## config.mk

```make
export PLATFORM = sky130hd
export DESIGN_NAME = datalog_lexer_stream_flat
export DESIGN_NICKNAME = d
export VERILOG_FILES = /design/src/design/dls_pkg.sv /design/src/design/dls_if.sv /design/src/design/dls_scan.sv /design/src/design/dls_tok_fifo.sv /design/src/design/datalog_lexer_stream.sv /design/src/flat_wrapper.sv
export SDC_FILE = /design/constraint.sdc
export NUM_CORES = 1
export LEC_CHECK = 0
export ABC_AREA = 1
export BUFFER_PORTS_ARGS = -buffer_cell sky130_fd_sc_hd__buf_2
export CELL_PAD_IN_SITES_DETAIL_PLACEMENT = 1
export CELL_PAD_IN_SITES_GLOBAL_PLACEMENT = 2
export CORE_ASPECT_RATIO = 0.5
export CORE_MARGIN = 3
export CORE_UTILIZATION = 41
export CTS_CLUSTER_SIZE = 14
export DETAILED_ROUTE_END_ITERATION = 6
export GPL_TIMING_DRIVEN = 0
export HOLD_SLACK_MARGIN = 0.03
export PLACE_DENSITY_LB_ADDON = 0.1
export SYNTH_ARGS = -nofsm -noshare
export SYNTH_HDL_FRONTEND = slang
export SYNTH_SLANG_ARGS = --single-unit
```

## constraint.sdc

```tcl
create_clock -name i_clk -period 17.2 [get_ports i_clk]
set_input_delay 3.44 -clock i_clk [delete_from_list [all_inputs] [get_ports i_clk]]
set_output_delay 3.44 -clock i_clk [all_outputs]
set_load 0.02 [all_outputs]
```

## src/design/dls_pkg.sv

```systemverilog
// Shared types, token kinds, scanner modes and character tables for the Datalog lexer.
`default_nettype none

package dls_pkg;

    // Field widths of one token word
    typedef logic [15:0] t_line;
    typedef logic [19:0] t_start;
    typedef logic [20:0] t_length;

    // Token kinds as they appear on the output
    typedef enum logic [4:0] {
        K_COMMA     = 5'd0,
        K_PERIOD    = 5'd1,
        K_QMARK     = 5'd2,
        K_LPAREN    = 5'd3,
        K_RPAREN    = 5'd4,
        K_COLON     = 5'd5,
        K_COLONDASH = 5'd6,
        K_MUL       = 5'd7,
        K_ADD       = 5'd8,
        K_SCHEMES   = 5'd9,
        K_FACTS     = 5'd10,
        K_RULES     = 5'd11,
        K_QUERIES   = 5'd12,
        K_ID        = 5'd13,
        K_STRING    = 5'd14,
        K_COMMENT   = 5'd15,
        K_BLOCKCMT  = 5'd16,
        K_UNDEF     = 5'd17,
        K_EOF       = 5'd18
    } t_kind;

    // Scanner modes
    typedef enum logic [3:0] {
        M_IDLE     = 4'd0,
        M_IDENT    = 4'd1,
        M_COLON    = 4'd2,
        M_HASH     = 4'd3,
        M_LINECMT  = 4'd4,
        M_BLOCK    = 4'd5,
        M_BLOCKBAR = 4'd6,
        M_STRING   = 4'd7,
        M_STRQUOTE = 4'd8
    } t_mode;

    // One token word
    typedef struct packed {
        t_kind   kind;
        t_line   line;
        t_start  start;
        t_length length;
        logic    last;
    } t_tok;

    // Tokens produced by one step of the scanner
    typedef struct packed {
        logic [1:0] cnt;
        t_tok       tok0;
        t_tok       tok1;
    } t_emit;

    // Characters with a role of their own
    localparam logic [7:0] CH_LF    = 8'h0A;
    localparam logic [7:0] CH_COLON = 8'h3A;
    localparam logic [7:0] CH_DASH  = 8'h2D;
    localparam logic [7:0] CH_QUOTE = 8'h27;
    localparam logic [7:0] CH_HASH  = 8'h23;
    localparam logic [7:0] CH_BAR   = 8'h7C;

    // Keywords, left aligned, zero padded to seven characters
    localparam int unsigned NUM_KW = 4;
    localparam logic [55:0] KW_TEXT [NUM_KW] = '{
        "Schemes", {"Facts", 16'h0000}, {"Rules", 16'h0000}, "Queries"
    };
    localparam int unsigned KW_LEN [NUM_KW] = '{7, 5, 5, 7};
    localparam t_kind KW_KIND [NUM_KW] = '{K_SCHEMES, K_FACTS, K_RULES, K_QUERIES};

    // Character i of keyword k
    function automatic logic [7:0] kw_char(input int unsigned k, input logic [2:0] i);
        logic [55:0] s;
        s = KW_TEXT[k];
        case (i)
            3'd0:    return s[55:48];
            3'd1:    return s[47:40];
            3'd2:    return s[39:32];
            3'd3:    return s[31:24];
            3'd4:    return s[23:16];
            3'd5:    return s[15:8];
            3'd6:    return s[7:0];
            default: return 8'h00;
        endcase
    endfunction

    function automatic logic is_alnum(input logic [7:0] c);
        return (c inside {["0":"9"], ["A":"Z"], ["a":"z"]});
    endfunction

    function automatic logic is_space(input logic [7:0] c);
        return (c inside {8'h20, [8'h09:8'h0D]});
    endfunction

    // Single-character tokens; anything else is undefined
    function automatic t_kind punct_kind(input logic [7:0] c);
        case (c)
            ",":     return K_COMMA;
            ".":     return K_PERIOD;
            "?":     return K_QMARK;
            "(":     return K_LPAREN;
            ")":     return K_RPAREN;
            "*":     return K_MUL;
            "+":     return K_ADD;
            default: return K_UNDEF;
        endcase
    endfunction

endpackage

`default_nettype wire

```

## src/design/dls_if.sv

```systemverilog
// Valid/ready channel interfaces for character words and token words.
`default_nettype none

interface dls_in_if;
    logic       valid;
    logic       ready;
    logic [7:0] char_code;
    logic       end_of_input;

    modport source (output valid, output char_code, output end_of_input, input ready);
    modport sink   (input valid, input char_code, input end_of_input, output ready);
endinterface

interface dls_tok_if;
    logic        valid;
    logic        ready;
    logic [4:0]  token_kind;
    logic [15:0] token_line;
    logic [19:0] token_start;
    logic [20:0] token_length;
    logic        last_in_run;

    modport source (output valid, output token_kind, output token_line, output token_start,
                    output token_length, output last_in_run, input ready);
    modport sink   (input valid, input token_kind, input token_line, input token_start,
                    input token_length, input last_in_run, output ready);
endinterface

`default_nettype wire

```

## src/design/dls_scan.sv

```systemverilog
// Scanner core: mode and counter registers, one character or end mark per step.
`default_nettype none

module dls_scan
    import dls_pkg::*;
#(
    parameter longint unsigned MAX_INPUT_BYTES = 64'd1048576,
    parameter longint unsigned MAX_LINES       = 64'd65535
) (
    input  wire        i_clk,
    input  wire        i_rst_n,
    input  wire        i_fire,
    input  wire  [7:0] i_char,
    input  wire        i_eoi,
    output t_emit      o_emit
);

    localparam int OFS_W  = $clog2(MAX_INPUT_BYTES);
    localparam int LEN_W  = $clog2(MAX_INPUT_BYTES + 64'd1);
    localparam int LINE_W = $clog2(MAX_LINES + 64'd1);

    localparam logic [OFS_W-1:0]  OFS_MAX  = OFS_W'(MAX_INPUT_BYTES - 64'd1);
    localparam logic [LEN_W-1:0]  LEN_MAX  = LEN_W'(MAX_INPUT_BYTES);
    localparam logic [LINE_W-1:0] LINE_MAX = LINE_W'(MAX_LINES);

    t_mode             r_mode, n_mode;
    logic [3:0]        r_kw, n_kw;
    logic [LINE_W-1:0] r_line, n_line;
    logic [OFS_W-1:0]  r_ofs, n_ofs;
    logic [OFS_W-1:0]  r_so, n_so;
    logic [LINE_W-1:0] r_sl, n_sl;
    logic [LEN_W-1:0]  r_pl, n_pl;

    t_tok       v_tok [2];
    logic [1:0] v_cnt;

    function automatic t_tok mk_tok(input t_kind kind, input logic [LINE_W-1:0] line,
                                    input logic [OFS_W-1:0] start,
                                    input logic [LEN_W-1:0] len);
        t_tok t;
        t        = '0;
        t.kind   = kind;
        t.line   = t_line'(line);
        t.start  = t_start'(start);
        t.length = t_length'(len);
        return t;
    endfunction

    // State registers
    always_ff @(posedge i_clk) begin
        if (!i_rst_n) begin
            r_mode <= M_IDLE;
            r_kw   <= 4'hF;
            r_line <= LINE_W'(1);
            r_ofs  <= '0;
            r_so   <= '0;
            r_sl   <= LINE_W'(1);
            r_pl   <= '0;
        end else if (i_fire) begin
            r_mode <= n_mode;
            r_kw   <= n_kw;
            r_line <= n_line;
            r_ofs  <= n_ofs;
            r_so   <= n_so;
            r_sl   <= n_sl;
            r_pl   <= n_pl;
        end
    end

    // Next state and tokens for one step
    always_comb begin
        logic       fresh;
        t_kind      kind;
        n_mode   = r_mode;
        n_kw     = r_kw;
        n_line   = r_line;
        n_ofs    = r_ofs;
        n_so     = r_so;
        n_sl     = r_sl;
        n_pl     = r_pl;
        v_tok[0] = '0;
        v_tok[1] = '0;
        v_cnt    = 2'd0;
        fresh    = 1'b0;
        kind     = K_ID;

        if (i_eoi) begin
            // flush the pending token, then EOF
            case (r_mode)
                M_IDENT: begin
                    for (int unsigned k = 0; k < NUM_KW; k++) begin
                        if (r_kw[k] && r_pl == LEN_W'(KW_LEN[k])) kind = KW_KIND[k];
                    end
                    v_tok[v_cnt[0]] = mk_tok(kind, n_line, n_so, n_pl);
                    v_cnt = v_cnt + 2'd1;
                end
                M_COLON: begin
                    v_tok[v_cnt[0]] = mk_tok(K_COLON, n_line, n_so, n_pl);
                    v_cnt = v_cnt + 2'd1;
                end
                M_HASH, M_LINECMT: begin
                    v_tok[v_cnt[0]] = mk_tok(K_COMMENT, n_line, n_so, n_pl);
                    v_cnt = v_cnt + 2'd1;
                end
                M_BLOCK, M_BLOCKBAR, M_STRING: begin
                    v_tok[v_cnt[0]] = mk_tok(K_UNDEF, n_sl, n_so, n_pl);
                    v_cnt = v_cnt + 2'd1;
                end
                M_STRQUOTE: begin
                    v_tok[v_cnt[0]] = mk_tok(K_STRING, n_sl, n_so, n_pl);
                    v_cnt = v_cnt + 2'd1;
                end
                default: begin
                end
            endcase
            n_mode = M_IDLE;
            n_kw   = 4'hF;
            v_tok[v_cnt[0]] = mk_tok(K_EOF, n_line, n_ofs, '0);
            v_cnt = v_cnt + 2'd1;
        end else begin
            case (r_mode)
                M_IDENT: begin
                    if (is_alnum(i_char)) begin
                        for (int unsigned k = 0; k < NUM_KW; k++) begin
                            if (!(r_pl < LEN_W'(KW_LEN[k])) || kw_char(k, r_pl[2:0]) != i_char)
                                n_kw[k] = 1'b0;
                        end
                        if (n_pl < LEN_MAX) n_pl = n_pl + 1'b1;
                    end else begin
                        for (int unsigned k = 0; k < NUM_KW; k++) begin
                            if (r_kw[k] && r_pl == LEN_W'(KW_LEN[k])) kind = KW_KIND[k];
                        end
                        v_tok[v_cnt[0]] = mk_tok(kind, n_line, n_so, n_pl);
                        v_cnt  = v_cnt + 2'd1;
                        n_kw   = 4'hF;
                        n_mode = M_IDLE;
                        fresh  = 1'b1;
                    end
                end
                M_COLON: begin
                    n_mode = M_IDLE;
                    if (i_char == CH_DASH) begin
                        if (n_pl < LEN_MAX) n_pl = n_pl + 1'b1;
                        v_tok[v_cnt[0]] = mk_tok(K_COLONDASH, n_line, n_so, n_pl);
                        v_cnt = v_cnt + 2'd1;
                    end else begin
                        v_tok[v_cnt[0]] = mk_tok(K_COLON, n_line, n_so, n_pl);
                        v_cnt = v_cnt + 2'd1;
                        fresh = 1'b1;
                    end
                end
                M_HASH: begin
                    if (i_char == CH_BAR) begin
                        if (n_pl < LEN_MAX) n_pl = n_pl + 1'b1;
                        n_mode = M_BLOCK;
                    end else if (i_char == CH_LF) begin
                        v_tok[v_cnt[0]] = mk_tok(K_COMMENT, n_line, n_so, n_pl);
                        v_cnt = v_cnt + 2'd1;
                        if (n_line < LINE_MAX) n_line = n_line + 1'b1;
                        n_mode = M_IDLE;
                    end else begin
                        if (n_pl < LEN_MAX) n_pl = n_pl + 1'b1;
                        n_mode = M_LINECMT;
                    end
                end
                M_LINECMT: begin
                    if (i_char == CH_LF) begin
                        v_tok[v_cnt[0]] = mk_tok(K_COMMENT, n_line, n_so, n_pl);
                        v_cnt = v_cnt + 2'd1;
                        if (n_line < LINE_MAX) n_line = n_line + 1'b1;
                        n_mode = M_IDLE;
                    end else begin
                        if (n_pl < LEN_MAX) n_pl = n_pl + 1'b1;
                    end
                end
                M_BLOCK: begin
                    if (n_pl < LEN_MAX) n_pl = n_pl + 1'b1;
                    if (i_char == CH_BAR) begin
                        n_mode = M_BLOCKBAR;
                    end else if (i_char == CH_LF) begin
                        if (n_line < LINE_MAX) n_line = n_line + 1'b1;
                    end
                end
                M_BLOCKBAR: begin
                    if (n_pl < LEN_MAX) n_pl = n_pl + 1'b1;
                    if (i_char == CH_HASH) begin
                        v_tok[v_cnt[0]] = mk_tok(K_BLOCKCMT, n_sl, n_so, n_pl);
                        v_cnt  = v_cnt + 2'd1;
                        n_mode = M_IDLE;
                    end else if (i_char != CH_BAR) begin
                        if (i_char == CH_LF && n_line < LINE_MAX) n_line = n_line + 1'b1;
                        n_mode = M_BLOCK;
                    end
                end
                M_STRING: begin
                    if (n_pl < LEN_MAX) n_pl = n_pl + 1'b1;
                    if (i_char == CH_QUOTE) begin
                        n_mode = M_STRQUOTE;
                    end else if (i_char == CH_LF) begin
                        if (n_line < LINE_MAX) n_line = n_line + 1'b1;
                    end
                end
                M_STRQUOTE: begin
                    if (i_char == CH_QUOTE) begin
                        // doubled quote stays in the string
                        if (n_pl < LEN_MAX) n_pl = n_pl + 1'b1;
                        n_mode = M_STRING;
                    end else begin
                        v_tok[v_cnt[0]] = mk_tok(K_STRING, n_sl, n_so, n_pl);
                        v_cnt  = v_cnt + 2'd1;
                        n_mode = M_IDLE;
                        fresh  = 1'b1;
                    end
                end
                default: begin
                    n_mode = M_IDLE;
                    fresh  = 1'b1;
                end
            endcase

            // character starts a new token from idle
            if (fresh) begin
                n_so = n_ofs;
                n_sl = n_line;
                n_pl = LEN_W'(1);
                n_kw = 4'hF;
                if (is_alnum(i_char)) begin
                    for (int unsigned k = 0; k < NUM_KW; k++) begin
                        if (kw_char(k, 3'd0) != i_char) n_kw[k] = 1'b0;
                    end
                    n_mode = M_IDENT;
                end else if (is_space(i_char)) begin
                    n_pl = '0;
                    if (i_char == CH_LF && n_line < LINE_MAX) n_line = n_line + 1'b1;
                end else if (i_char == CH_COLON) begin
                    n_mode = M_COLON;
                end else if (i_char == CH_QUOTE) begin
                    n_mode = M_STRING;
                end else if (i_char == CH_HASH) begin
                    n_mode = M_HASH;
                end else begin
                    v_tok[v_cnt[0]] = mk_tok(punct_kind(i_char), n_line, n_so, LEN_W'(1));
                    v_cnt = v_cnt + 2'd1;
                end
            end

            if (n_ofs < OFS_MAX) n_ofs = n_ofs + 1'b1;
        end

        // mark the last token of the step
        if (v_cnt == 2'd1) v_tok[0].last = 1'b1;
        if (v_cnt == 2'd2) v_tok[1].last = 1'b1;
    end

    assign o_emit.cnt  = i_fire ? v_cnt : 2'd0;
    assign o_emit.tok0 = v_tok[0];
    assign o_emit.tok1 = v_tok[1];

endmodule

`default_nettype wire

```

## src/design/dls_tok_fifo.sv

```systemverilog
// Four-word token queue that takes up to two words a cycle and gives one.
`default_nettype none

module dls_tok_fifo
    import dls_pkg::*;
(
    input  wire    i_clk,
    input  wire    i_rst_n,
    input  t_emit  i_emit,
    input  wire    i_pop,
    output logic   o_room,
    output logic   o_valid,
    output t_tok   o_head
);

    localparam int DEPTH = 4;
    localparam int PTR_W = $clog2(DEPTH);
    localparam int CNT_W = $clog2(DEPTH + 1);

    t_tok             r_mem [DEPTH];
    logic [PTR_W-1:0] r_wptr, r_rptr;
    logic [CNT_W-1:0] r_count;
    logic [PTR_W-1:0] wptr1;

    assign wptr1 = r_wptr + 1'b1;

    // Storage, no reset on payload
    always_ff @(posedge i_clk) begin
        if (i_emit.cnt != 2'd0) r_mem[r_wptr] <= i_emit.tok0;
        if (i_emit.cnt == 2'd2) r_mem[wptr1] <= i_emit.tok1;
    end

    // Pointers and fill count
    always_ff @(posedge i_clk) begin
        if (!i_rst_n) begin
            r_wptr  <= '0;
            r_rptr  <= '0;
            r_count <= '0;
        end else begin
            r_wptr  <= r_wptr + PTR_W'(i_emit.cnt);
            r_rptr  <= r_rptr + PTR_W'(i_pop);
            r_count <= r_count + CNT_W'(i_emit.cnt) - CNT_W'(i_pop);
        end
    end

    // Room for a full step's worth of tokens
    assign o_room  = (r_count <= CNT_W'(DEPTH - 2));
    assign o_valid = (r_count != '0);
    assign o_head  = r_mem[r_rptr];

endmodule

`default_nettype wire

```

## src/design/datalog_lexer_stream.sv

```systemverilog
// A character word is taken into the input register and scanned once the token queue has room;
// the scan writes its token words into the queue, whose head word is on the output.
// Throughput: one character word per cycle; the four-word token queue holds input back
// while it has fewer than two free slots, so output bandwidth of one token word a cycle sets it.
// Reset: synchronous, active low; clears the scanner mode, line and offset counters and
// empties the token queue.
`default_nettype none

module datalog_lexer_stream
    import dls_pkg::*;
#(
    parameter longint unsigned MAX_INPUT_BYTES = 64'd1048576,
    parameter longint unsigned MAX_LINES       = 64'd65535
) (
    input  wire              i_clk,
    input  wire              i_rst_n,
    dls_in_if.sink           i_in,
    dls_tok_if.source        o_tok
);

    logic       r_in_valid;
    logic [7:0] r_char;
    logic       r_eoi;
    logic       room;
    logic       fire;
    logic       head_valid;
    t_tok       head;
    t_emit      emit;

    assign fire       = r_in_valid && room;
    assign i_in.ready = !r_in_valid || fire;

    // Input register
    always_ff @(posedge i_clk) begin
        if (!i_rst_n) begin
            r_in_valid <= 1'b0;
        end else if (i_in.ready) begin
            r_in_valid <= i_in.valid;
        end
    end

    always_ff @(posedge i_clk) begin
        if (i_in.valid && i_in.ready) begin
            r_char <= i_in.char_code;
            r_eoi  <= i_in.end_of_input;
        end
    end

    dls_scan #(
        .MAX_INPUT_BYTES (MAX_INPUT_BYTES),
        .MAX_LINES       (MAX_LINES)
    ) u_scan (
        .i_clk   (i_clk),
        .i_rst_n (i_rst_n),
        .i_fire  (fire),
        .i_char  (r_char),
        .i_eoi   (r_eoi),
        .o_emit  (emit)
    );

    dls_tok_fifo u_fifo (
        .i_clk   (i_clk),
        .i_rst_n (i_rst_n),
        .i_emit  (emit),
        .i_pop   (head_valid && o_tok.ready),
        .o_room  (room),
        .o_valid (head_valid),
        .o_head  (head)
    );

    // Token word out
    assign o_tok.valid        = head_valid;
    assign o_tok.token_kind   = head.kind;
    assign o_tok.token_line   = head.line;
    assign o_tok.token_start  = head.start;
    assign o_tok.token_length = head.length;
    assign o_tok.last_in_run  = head.last;

endmodule

`default_nettype wire

```

## src/flat_wrapper.sv

```systemverilog
// flat-port wrapper written by rule: the top's interface ports become plain ports
module datalog_lexer_stream_flat import dls_pkg::*;
#(
    parameter longint unsigned MAX_INPUT_BYTES = 64'd1048576,
    parameter longint unsigned MAX_LINES       = 64'd65535
)
  (i_clk, i_rst_n, i_in_valid, i_in_char_code, i_in_end_of_input, i_in_ready, o_tok_valid, o_tok_token_kind, o_tok_token_line, o_tok_token_start, o_tok_token_length, o_tok_last_in_run, o_tok_ready);
  dls_in_if i_in_i ();
  dls_tok_if o_tok_i ();
  input  wire i_clk;
  input  wire i_rst_n;
  input wire logic [$bits(i_in_i.valid)-1:0] i_in_valid;
  input wire logic [$bits(i_in_i.char_code)-1:0] i_in_char_code;
  input wire logic [$bits(i_in_i.end_of_input)-1:0] i_in_end_of_input;
  output wire logic [$bits(i_in_i.ready)-1:0] i_in_ready;
  output wire logic [$bits(o_tok_i.valid)-1:0] o_tok_valid;
  output wire logic [$bits(o_tok_i.token_kind)-1:0] o_tok_token_kind;
  output wire logic [$bits(o_tok_i.token_line)-1:0] o_tok_token_line;
  output wire logic [$bits(o_tok_i.token_start)-1:0] o_tok_token_start;
  output wire logic [$bits(o_tok_i.token_length)-1:0] o_tok_token_length;
  output wire logic [$bits(o_tok_i.last_in_run)-1:0] o_tok_last_in_run;
  input wire logic [$bits(o_tok_i.ready)-1:0] o_tok_ready;
  assign i_in_i.valid = i_in_valid;
  assign i_in_i.char_code = i_in_char_code;
  assign i_in_i.end_of_input = i_in_end_of_input;
  assign i_in_ready = i_in_i.ready;
  assign o_tok_valid = o_tok_i.valid;
  assign o_tok_token_kind = o_tok_i.token_kind;
  assign o_tok_token_line = o_tok_i.token_line;
  assign o_tok_token_start = o_tok_i.token_start;
  assign o_tok_token_length = o_tok_i.token_length;
  assign o_tok_last_in_run = o_tok_i.last_in_run;
  assign o_tok_i.ready = o_tok_ready;
  datalog_lexer_stream #(.MAX_INPUT_BYTES(MAX_INPUT_BYTES), .MAX_LINES(MAX_LINES)) u_core (.i_clk(i_clk), .i_rst_n(i_rst_n), .i_in(i_in_i), .o_tok(o_tok_i));
endmodule
```

==> impl_results.md <==
- Status: finished clean
- Post-DP HPWL: 63,790 um
- Minimum clock period: ~7.2 ns
- Arrival @ worst endpoint: around 3.7 ns
- Seq/Total Area, Yosys: between 40% and 50%
- Synth Flop Type: edfxtp_1
- Synth-to-Final Area Change: 12.49%
- Max-slew violations: 0
- Cts hold-fix bufs: 0
- Setup TNS: 0 ns
- Nature of the critical path endpoint: output pin
- Critical-path maximum fanout: 10
- Layout fillers: ~6,400
- Final hold vios: 0
- Total GRT Usage: a little under a third
- GP Congestion: approximately 0.9
- Fmax: ~140 MHz
- Initial antenna violation count: 3
- WP data required: between 10 and 15 ns
- WS Path Type: reg -> out
- Syn Area/Cell: between 7 and 8 um2
- Worst Hold Class: reg -> reg
- CTS tree: built
- Fin worst setup slack: between 10 and 15 ns
- CTS Buf Count: 37
- Storage cell area: between 0.01 and 0.015 mm2
- CORE AREA: 0.05109 mm2
- CTS Buffer Depth: 3
- Die ar.: 0.05556 mm2
- Share of cells above drive strength 1: under 10%
- Clk sink count: 370
- Commonest non-fill, non-tap cell in the layout: nand2_1
- Clk slew on worst S/H paths: 0.07 ns
- Crit share post-route: 41.68%
- Multi-input gate area: 0.009563 mm2
- Vias in the first global route: 20,548
- IO buf count: 76
- Distinct cell type count after synthesis: 56
- Seq cells post-synth: 370
- Final WL: roughly 86,000 um
- Routed vias: 20,972
- Antenna cells: 0
- Cell row count: 58
- Mapped Area: around 0.022 mm2
- Lkg Pwr: approximately 9.1 nW
- Die W: 330.4 um
- Remaining routing DRC violations: 0
- Yosys Warn Count: 0
- Cell count after synthesis: roughly 2,800
- Fraction of registers with async set/reset: 0%
- Worst rel slew slack: between 20% and 30%
- Most frequent cells in the layout: 582 x nand2_1, 289 x o21ai_0, 285 x inv_1, 285 x nor2_1, 261 x edfxtp_1
- Power per cell area: about 110 mW/mm2
- CTS root buffer: clkbuf_16
- Wire per inst: about 24 um
- Clk_lat worst skew: roughly 0.57 ns
- Num ports: 78
- MaxCap Viol Count: 0
- Setup bufs post-CTS: 0
- DRT Pass-1 Iters: 5
- Starting Density: a little over two fifths
- Clock Skews: approximately 0.023 ns
- Starting DRT DRC Count: between 2,000 and 2,500
- First-pass GRT wire length: ~130,000 um
- Largest net degree at the start of global routing: 24
- ANT nets after route: 0
- H-tree depth: 2
- Gr ovfl total: 0
- Nets: 2,923
- Post-synth EDFFs: 261
- Die Ht: roughly 170 um
- Final setup viols: 0
- Vias/cell: between 5 and 6
- Syn_nets: approximately 2,800
- RSZ-0062 raised after global routing: no
- Placement Setup Slack: approximately 11 ns
- Least-Margin Pin Slew: 1.184 ns
- CP Launch Type: flip-flop
- Post_cts resized: 0
- Max IR drop VDD: 0.00006005 V
[cells by family (layout without fill, tap and decap cells)]
family	after synthesis	in the layout	synth area share, %
buffers and inverters	478	632	9.410
DFF	370	370	46.46
and+or+nand+nor	1067	1067	21.18
AOI/OAI and AO/OA	811	811	20.84
xor gates and xnor gates	31	31	1.259
adders and majority gates	14	14	0.8470
[layer usage]
metal	wire length (um)	part of all wire, %	track usage (%)
met1	39530	46	44.36
met2	37900	44	47.62
met3	7578	8.8	6.602
met4	1183	1.4	5.026
met5	0	0	0
[synthesized netlist by cell type, drive strengths merged (13+ instances only)]
| cell | instances | area share, % |
|---|---|---|
| nand2 | 597 | 11 |
| o21ai | 475 | 11 |
| inv | 316 | 5.6 |
| nor2 | 309 | 6.0 |
| edfxtp | 261 | 36 |
| o22ai | 126 | 3.7 |
| a21oi | 110 | 2.6 |
| dfxtp | 109 | 10 |
| clkbuf | 88 | 1.5 |
| nand3 | 76 | 1.9 |
| buf | 67 | 2.2 |
| a22oi | 50 | 1.7 |
| nand4 | 33 | 1.0 |
| nor3 | 33 | 0.81 |
| xor2 | 30 | 1.2 |
| o211ai | 23 | 0.80 |
| ha | 13 | 0.75 |
[cell type report]
class | count | area share (%)
flip-flops and latches | 370 | 41.30
multi-input cells | 1923 | 39.42
inverters | 323 | 5.070
clock buffers | 50 | 4.250
well taps | 690 | 3.559
plain buffers | 155 | 3.296
repair buffers | 86 | 2.517
clock inverters | 18 | 0.5931
[power breakdown]
| group | total, W | leakage [nW] | switching (W) | internal, W |
|---|---|---|---|---|
| registers | 0.00105 | 3.26 | 0.0000239 | 0.00102 |
| clock network | 0.000824 | 0.576 | 0.000382 | 0.000442 |
| logic | 0.000822 | 5.30 | 0.000600 | 0.000222 |
[worst max-delay path, cell delays in order, from the launching register on]
cell      delay, ns
dfxtp_1        0.35
clkbuf_1       0.62
clkinv_1       0.73
clkbuf_1       0.49
clkbuf_1       0.40
nor2_1         0.19
o22ai_1        0.17
buf_2          0.20
[flip-flops by register name (all words and copies together), names as in the netlist]
signal,cells
u_core.u_scan.r_ofs,20
u_core.u_scan.r_line,16
u_core.u_scan.r_pl,21
u_core.u_fifo.r_rptr,2
u_core.u_scan.r_sl,16
u_core.u_fifo.r_count,3
u_core.u_scan.r_kw,4
u_core.r_eoi,1
u_core.u_scan.r_so,20
u_core.u_fifo.r_mem,252
u_core.u_scan.r_mode,4
u_core.u_fifo.r_wptr,2
u_core.r_in_valid,1
u_core.r_char,8
[stage by stage]
step	instances	utilization, %	cell area (um2)	total power, W	hold WS [ns]
3_5_place_dp	3547	45.19	23090	0.001880	0.4683
4_1_cts	3615	47.49	24260	0.002696	0.4825
5_1_grt	3615	47.49	24260	0.002805	0.5095
3_3_place_gp	3537	44.65	22810	0.001859	0.4589
6_report	3615	47.49	24260	0.002692	0.4777
2_1_floorplan	2771	-	21570	0.001553	0.4430
[final timing paths]
| path | startpoint | to | slack, ns | cells after the start |
|---|---|---|---|---|
| worst min register to register | u_core.u_scan.r_kw[3]$_SDFFE_PN1P_ | u_core.u_scan.r_kw[3]$_SDFFE_PN1P_ | 0.48 | 2 |
| worst min-delay path | u_core.u_scan.r_kw[3]$_SDFFE_PN1P_ | u_core.u_scan.r_kw[3]$_SDFFE_PN1P_ | 0.48 | 2 |
| worst max-delay path | u_core.u_fifo.r_rptr[0]$_SDFF_PN0_ | o_tok_token_line[13] | 10.03 | 7 |
| worst max register to register | u_core.r_char[4]$_DFFE_PP_ | u_core.u_fifo.r_mem[2][30]$_DFFE_PP_ | 12.48 | 16 |
(Power assumes the default switching activity.)
